$ cat config.mk
export PLATFORM = sky130hd
export DESIGN_NAME = cmi_ctrl
export DESIGN_NICKNAME = d
export VERILOG_FILES = /design/src/rtl/core/cmi_pkg.sv /design/src/rtl/core/cmi_ctrl.sv
export SDC_FILE = /design/constraint.sdc
export NUM_CORES = 1
export LEC_CHECK = 0
export BUFFER_PORTS_ARGS = -buffer_cell sky130_fd_sc_hd__buf_2
export CAP_MARGIN = 25
export CELL_PAD_IN_SITES_DETAIL_PLACEMENT = 1
export CELL_PAD_IN_SITES_GLOBAL_PLACEMENT = 2
export CORE_ASPECT_RATIO = 0.8
export CORE_MARGIN = 2
export CORE_UTILIZATION = 30
export CTS_CLUSTER_SIZE = 40
export DETAILED_ROUTE_END_ITERATION = 12
export PLACE_DENSITY = 0.76
export SLEW_MARGIN = 25
export SYNTH_ARGS = -nofsm -noshare
export SYNTH_HDL_FRONTEND = slang
export SYNTH_SLANG_ARGS = --single-unit
$ cat constraint.sdc
create_clock -name clock -period 5.11 [get_ports clock]
set_input_delay 1.022 -clock clock [delete_from_list [all_inputs] [get_ports clock]]
set_output_delay 1.022 -clock clock [all_outputs]
set_load 0.005 [all_outputs]
$ cat src/rtl/core/cmi_pkg.sv
// ---------------------------------------------------------------------------
// cmi_pkg : shared types and constants for the complex matrix inverse
// Sizes, payload structs, controller states and datapath command codes.
// ---------------------------------------------------------------------------
package cmi_pkg;

   localparam int SIZE      = 4;
   localparam int FRAC_BITS = 16;
   localparam int NELEM     = SIZE * SIZE;
   localparam int NCOL      = 2 * SIZE;
   localparam int DEPTH     = SIZE * NCOL;
   localparam int RW        = (SIZE > 1) ? $clog2(SIZE) : 1;
   localparam int CW        = $clog2(NCOL);
   localparam int AW        = $clog2(DEPTH);
   localparam int LW        = $clog2(NELEM + 1);

   typedef struct packed {
      logic signed [31:0] elem_real;
      logic signed [31:0] elem_imag;
   } req_type;

   typedef struct packed {
      logic signed [31:0] out_real;
      logic signed [31:0] out_imag;
      logic               out_last;
      logic               singular;
   } rsp_type;

   typedef enum logic [2:0] {
      OP_NONE,
      OP_LOAD,
      OP_IDENT,
      OP_SCALE,
      OP_SUB,
      OP_MULSUB,
      OP_EMIT
   } op_type;

   // sequencer phases
   typedef enum logic [3:0] {
      ST_LOAD,
      ST_IDENT,
      ST_SCALE_T,
      ST_SCALE,
      ST_SUB,
      ST_MS_T,
      ST_MULSUB,
      ST_EMIT,
      ST_WAIT
   } state_type;

   // command from controller to datapath
   typedef struct packed {
      op_type          op;
      logic [RW-1:0]   row;     // target row
      logic [RW-1:0]   src;     // pivot / source row
      logic [CW-1:0]   col;     // element column
      logic [CW-1:0]   pcol;    // column holding the factor
      logic            get_t;   // fetch the factor into t
      logic            last;    // last emitted element
   } cmd_type;

   typedef struct packed {
      logic done;      // element operation finished
      logic t_zero;    // factor register holds 0+0i
   } sts_type;

endpackage

$ cat src/rtl/core/cmi_ctrl.sv
// ---------------------------------------------------------------------------
// cmi_ctrl : elimination sequencer
// Walks load, identity fill, forward scale/subtract, back elimination, emit.
// ---------------------------------------------------------------------------
module cmi_ctrl (
   input  logic              clock,
   input  logic              reset,
   input  logic              start,
   input  cmi_pkg::sts_type  sts,
   output logic              busy,
   output logic              cmd_go,
   output cmi_pkg::cmd_type  cmd,
   output logic              sing
);
   import cmi_pkg::*;

   state_type st_ff, st_in;
   logic [RW-1:0] i_ff, i_in, k_ff, k_in;
   logic [CW-1:0] j_ff, j_in;
   logic [LW-1:0] ld_ff, ld_in;
   logic          sg_ff, sg_in, wt_ff, wt_in;
   state_type     nx_ff, nx_in;

   localparam logic [RW-1:0] RMAX = RW'(SIZE - 1);
   localparam logic [CW-1:0] CMAX = CW'(NCOL - 1);

   always_comb begin
      st_in = st_ff; i_in = i_ff; j_in = j_ff; k_in = k_ff; ld_in = ld_ff;
      sg_in = sg_ff; wt_in = wt_ff; nx_in = nx_ff;
      cmd_go = 1'b0; cmd = '0; busy = 1'b1;
      cmd.row = i_ff; cmd.col = j_ff; cmd.src = k_ff; cmd.pcol = CW'(k_ff);
      unique case (st_ff)
         ST_LOAD: begin
            busy = 1'b0;
            cmd.op = OP_LOAD;
            cmd.row = RW'(ld_ff / SIZE); cmd.col = CW'(ld_ff % SIZE);
            if (start) begin
               cmd_go = 1'b1;
               if (ld_ff == '0) sg_in = 1'b0;
               if (ld_ff == LW'(NELEM - 1)) begin
                  ld_in = '0; st_in = ST_IDENT;
                  i_in = '0; j_in = CW'(SIZE);
               end else ld_in = ld_ff + LW'(1);
            end
         end
         ST_IDENT: begin
            cmd.op = OP_IDENT; cmd_go = 1'b1;
            if (j_ff == CMAX) begin
               j_in = CW'(SIZE);
               if (i_ff == RMAX) begin
                  i_in = '0; k_in = '0; st_in = ST_SCALE_T;
               end else i_in = i_ff + 1'b1;
            end else j_in = j_ff + 1'b1;
         end
         ST_SCALE_T, ST_MS_T: begin
            if (!wt_ff) begin
               cmd.op = (st_ff == ST_MS_T) ? OP_MULSUB : OP_SCALE;
               cmd.get_t = 1'b1;
               cmd_go = 1'b1; wt_in = 1'b1;
            end else if (sts.done) begin
               wt_in = 1'b0; j_in = '0;
               if (st_ff == ST_SCALE_T && sts.t_zero) begin
                  sg_in = 1'b1;
                  st_in = ST_WAIT; // skip this row
               end else st_in = (st_ff == ST_MS_T) ? ST_MULSUB : ST_SCALE;
            end
         end
         ST_SCALE, ST_SUB, ST_MULSUB, ST_EMIT: begin
            unique case (st_ff)
               ST_SCALE: cmd.op = OP_SCALE;
               ST_SUB:   cmd.op = OP_SUB;
               ST_MULSUB: cmd.op = OP_MULSUB;
               default:  cmd.op = OP_EMIT;
            endcase
            if (st_ff == ST_SUB) cmd.src = k_ff - 1'b1;
            if (st_ff == ST_EMIT) begin
               cmd.col = j_ff + CW'(SIZE); cmd.src = i_ff;
               cmd.last = (i_ff == RMAX) && (j_ff == CW'(SIZE - 1));
            end
            if (!wt_ff) begin
               cmd_go = 1'b1; wt_in = 1'b1;
            end else if (sts.done) begin
               wt_in = 1'b0;
               if ((st_ff == ST_EMIT && j_ff == CW'(SIZE - 1)) ||
                   (st_ff != ST_EMIT && j_ff == CMAX)) begin
                  j_in = '0; st_in = ST_WAIT;
               end else j_in = j_ff + 1'b1;
            end
         end
         default: begin
            // ST_WAIT: pick the next row pass
            st_in = ST_LOAD;
            unique case (nx_ff)
               ST_SCALE_T: begin
                  // forward scale pass rows k..SIZE-1 at column k
                  if (i_ff != RMAX) begin
                     i_in = i_ff + 1'b1; st_in = ST_SCALE_T;
                  end else if (k_ff != RMAX) begin
                     k_in = k_ff + 1'b1; i_in = k_ff + 1'b1;
                     nx_in = ST_SUB; st_in = ST_SUB;
                  end else begin
                     k_in = RW'(1); i_in = '0; nx_in = ST_MS_T; st_in = ST_MS_T;
                  end
               end
               ST_SUB: begin
                  if (i_ff != RMAX) begin
                     i_in = i_ff + 1'b1; st_in = ST_SUB;
                  end else begin
                     i_in = k_ff; nx_in = ST_SCALE_T; st_in = ST_SCALE_T;
                  end
               end
               ST_MS_T: begin
                  if (i_ff + 1'b1 != k_ff) begin
                     i_in = i_ff + 1'b1; st_in = ST_MS_T;
                  end else if (k_ff != RMAX) begin
                     k_in = k_ff + 1'b1; i_in = '0; st_in = ST_MS_T;
                  end else begin
                     i_in = '0; j_in = '0; nx_in = ST_EMIT; st_in = ST_EMIT;
                  end
               end
               default: begin
                  if (i_ff != RMAX) begin
                     i_in = i_ff + 1'b1; st_in = ST_EMIT;
                  end else begin
                     nx_in = ST_SCALE_T; st_in = ST_LOAD;
                  end
               end
            endcase
         end
      endcase
      if (st_ff == ST_IDENT && st_in == ST_SCALE_T) nx_in = ST_SCALE_T;
   end

   always_ff @(posedge clock) begin
      if (reset) begin
         st_ff <= ST_LOAD; ld_ff <= '0; sg_ff <= 1'b0; wt_ff <= 1'b0;
         nx_ff <= ST_SCALE_T;
         i_ff <= '0; j_ff <= '0; k_ff <= '0;
      end else begin
         st_ff <= st_in; ld_ff <= ld_in; sg_ff <= sg_in; wt_ff <= wt_in;
         nx_ff <= nx_in;
         i_ff <= i_in; j_ff <= j_in; k_ff <= k_in;
      end
   end

   assign sing = sg_ff;
endmodule
After elaboration in Yosys (flattened, before gate mapping):

Cells that the tools add are included.

* flip-flop bits (word level): 22
* output and inout bits: 18

* add/subtract/negate cells: 6
* eq/ne operators: 38
* multiplexer cells: 80
* bitwise gates (word level): 3
* reductions and logical operators: 24

Operators by type and width (count)
* $mux W4: 14
* $mux W3: 17
* $mux W2: 20
* $ne A2 B2 Y1 const B: 15
* $eq A4 B3 Y1 const B: 6
* $pmux W3 S4: 2
* $eq A4 B2 Y1 const B: 4
* $pmux W4 S4: 1
* $mux W1: 14
* $pmux W2 S3: 2
* $pmux W4 S3: 1
* $mux W5: 2
* $ne A5 B1 Y1 const B: 2
* $reduce_and A5 Y1: 2
* $ne A3 B3 Y1 const B: 3
* $pmux W3 S3: 1
* $reduce_and A9 Y1: 1
* $pmux W2 S2: 2
* $pmux W4 S2: 1
* $reduce_or A8 Y1: 1
* $reduce_and A7 Y1: 1
* $reduce_or A7 Y1: 1
* $pmux W3 S2: 1
* $reduce_and A6 Y1: 1
* other kinds (28): 36

Logic depth before layout (Yosys ltp):

* depth after elaboration: 10
* mapped depth: 8
* mapped depth without buffers: 7

Least setup slack after synthesis:

Ideal clock, no wire load.

* path type: flip-flop to output port
* start point: register st_ff[2]
* end point: output cmd[12] in the netlist's numbering
* arrival time: 1.324 ns
* path slack: 2.764 ns
* cell stages (with the launch flop): 7
* buffers on the path: 2
* cells stage by stage: dfxtp_1 buf_2 buf_2 mux2i_1 nor2_1 a211oi_1 nor2_1

RTL lines
* from (decl): line cmi_ctrl.sv:17 `state_type st_ff, st_in;`
* from (signal assigned): line cmi_ctrl.sv:140 `st_ff <= st_in; ld_ff <= ld_in; sg_ff <= sg_in; wt_ff <= wt_in;`
* to (decl): line cmi_ctrl.sv:12 `output cmi_pkg::cmd_type cmd,`

==> metrics.md <==
| Metric | Value |
|---|---|
| Status | finished clean |
| Die area | slightly below 7000 µm² |
| Die Y | around 74 µm |
| CTS Buf Count | 3 |
| WP data required | just over 4000 ps |
| Crit path kind | reg2out |
| HP Start | ld_ff[4] |
| #FFs+latches synth | 21 |
| Total global routing overflow | 0 |
| DRT Pass-1 Iters | 4 |
| Post-synth EDFFs | 0 |
| Unique masters post-synth | a little under 60 |
| Synth Flop Type | dfxtp_1 |
| Hold WS | 490 ps |
| Routed wire length | around 5.6 mm |
| H-Tree Depth | 1 |
| Post-Syn Area per Cell | approximately 7.3 µm² |
| WL per Instance | 16.4 µm |
| HPWL Detailed | between 4 and 5 mm |
| Worst VDD drop | a little under 0.0001 V |
| Final ANT Viol Nets | 0 |
| P&R area growth vs syn | 9.39% |
| Starting Density | a little under a third |
| Fill cells | ~760 |
| Max Slew Vio Count | 0 |
| Fraction of registers with async set or reset after synthesis | 0% |
| Leak | slightly above 0.8 nW |
| Initial DRC count | 155 |
| Ports | 23 |
| Crit path DAT | about 2300 ps |
| Worst r2r src | st_ff[0] |
| Ys Warns | 0 |
| Fin nets | about 280 |
| Syn_nets | around 270 |
| Skew-Pair Late Insertion Delay | between 200 and 300 ps |
| Slew at the pin closest to its max-slew limit | ~910 ps |
| Post-Synthesis Cells | about 250 |
| Cts repair resizes | 0 |
| Largest net degree at the start of global routing | 26 |
| Row count | 25 |
| Overall Global Routing Usage | 16.7% |
| Slew HR | about two fifths |
| CP max FO | 21 |
| Residual DRC | 0 |
| CTS tree | done |
| Final period utilization | ~65% |
| Postcts setup bufs | 0 |
| Max_cap viols | 0 |
| CP Capture Type | primary output |
| Synthesized cell area | between 1500 and 2000 µm² |
| Final setup violating endpoints | 0 |
| Sequential area share after synthesis | a little under a quarter |
| CP startpoint | st_ff[0] |
| Final Skew | approximately 1.3 ps |
| Min Clock Period, post-route | ~3300 ps |
| Fmax | around 300 MHz |
| Antenna violations before repair | 0 |
| Die width | slightly above 90 µm |
| Via/cell ratio | 5.42 |
| Core area | about 5900 µm² |
| Clock buffer depth | 2 |
| RSZ-0062 raised after global routing | false |
| Number of global-route vias before repair | between 1500 and 2000 |
| Root Driver | clkbuf_8 |
| Share of cells above drive strength 1 | between 10% and 20% |
| Port Buffers | 21 |
| Fin Setup TNS | 0 ps |
| Clock sinks | 21 |
| Pwr dens | 151 nW/µm² |
| # hold bufs at CTS | 0 |
| Total number of vias | between 1500 and 2000 |
| First-pass GRT wire length | around 9.1 mm |
| N_diodes | 0 |
| CP startpoint kind | flop |
| Reg clk slew, reported paths | about 90 ps |
| Hold Fails Final Rpt | 0 |
| Hold Crit Class | reg2reg |
| Final GP Congestion | between 0.7 and 0.8 |
## synthesized netlist by cell type (3+ instances only)
library cell | instances | share of area [%]
mux2i_1 | 6 | 3.3
o22ai_1 | 4 | 1.4
a211oi_1 | 5 | 2.0
o21ai_0 | 19 | 5.2
a31oi_1 | 5 | 1.7
nand2_1 | 23 | 4.7
nor2b_1 | 8 | 2.7
nor3_1 | 7 | 1.9
a32o_1 | 3 | 1.6
nand2b_1 | 9 | 3.1
buf_2 | 9 | 2.4
ha_1 | 9 | 6.1
a21o_1 | 3 | 1.2
xor2_1 | 3 | 1.4
dfxtp_1 | 21 | 23
clkbuf_1 | 6 | 1.2
nor2_1 | 24 | 4.9
or3_1 | 5 | 1.7
inv_1 | 14 | 2.9
a21oi_1 | 18 | 4.9
nand3_1 | 5 | 1.4
## power by group
group / switching [mW] / total (mW) / internal (mW)
clock: 0.0643 / 0.120 / 0.0553
combinational: 0.0108 / 0.0175 / 0.00680
sequential: 0.00161 / 0.166 / 0.165
total: 0.0766 / 0.303 / 0.227
## registers in the layout, summed over array words and instances (netlist names)
| name | flops |
|---|---|
| nx_ff | 3 |
| i_ff | 2 |
| sing | 1 |
| k_ff | 2 |
| st_ff | 4 |
| j_ff | 3 |
| wt_ff | 1 |
| ld_ff | 5 |
## final cells by class
class,count,area (µm²),area share (%)
Timing Repair Buffer,22,113,5.60
Clock buffer,3,41.3,2.05
Sequential cell,21,420,20.9
Multi-Input combinational cell,199,1280,63.4
Tap cell,81,101,5.04
Clock inverter,1,7.51,0.373
Inverter,14,52.6,2.61
## path summary, 6_finish.rpt
kind / endpoint / slack [ps] / cells after the start
setup reg to reg: k_ff[0] / 2770 / 5
hold reg to reg: ld_ff[4] / 490 / 1
setup / recovery: cmd[12] / 1790 / 6
hold / removal: ld_ff[4] / 490 / 1
## worst max-delay path, stage by stage, from the launching register on
cell	delay, ps
dfxtp_1	830
nor2b_1	610
mux2i_1	160
nor2_1	120
a211oi_1	60
nor2_1	110
buf_2	120
## layer usage
metal	wire, µm	GRT usage [%]
met1	3100	25.7
met2	2270	24.2
met3	179	2.94
met4	48	3.37
met5	0	0
## logic make-up (layout without fill, tap and decap cells)
logic type	count (synthesis)	in the layout	share of synthesized area (%)
AO/OA/AOI/OAI	78	78	28.1
buffers and inverters	32	40	7.75
adder cells (fa/ha/maj)	9	9	6.12
other	1	1	0.204
multiplexers	8	8	4.49
XOR/XNOR	4	4	1.91
flip-flops	21	21	22.9
AND/OR/NAND/NOR	99	99	28.6
## through the flow
step | instances | cell area [µm²] | setup slack, ps | total power [mW] | util (%)
after floorplan | 252 | 1840 | 2760 | 0.180 | -
after global placement | 337 | 1960 | 2180 | 0.188 | 33.2
after detailed placement | 337 | 1960 | 2140 | 0.188 | 33.2
after CTS | 341 | 2010 | 1830 | 0.309 | 34.0
after global routing | 341 | 2010 | 1660 | 0.317 | 34.0
final | 341 | 2010 | 1790 | 0.303 | 34.0
## layout by cell type (no fill, tap or decap), drive strengths merged, types with 4 or more instances in the layout
cell / count
buf: 22
a31oi: 5
nor2b: 8
nand2b: 9
or3: 5
o22ai: 4
mux2i: 6
nand3: 5
a21oi: 18
inv: 14
nand2: 23
a211oi: 5
dfxtp: 21
ha: 9
nor3: 7
o21ai: 19
nor2: 24
No activity file was read; power rests on OpenSTA's default activity.
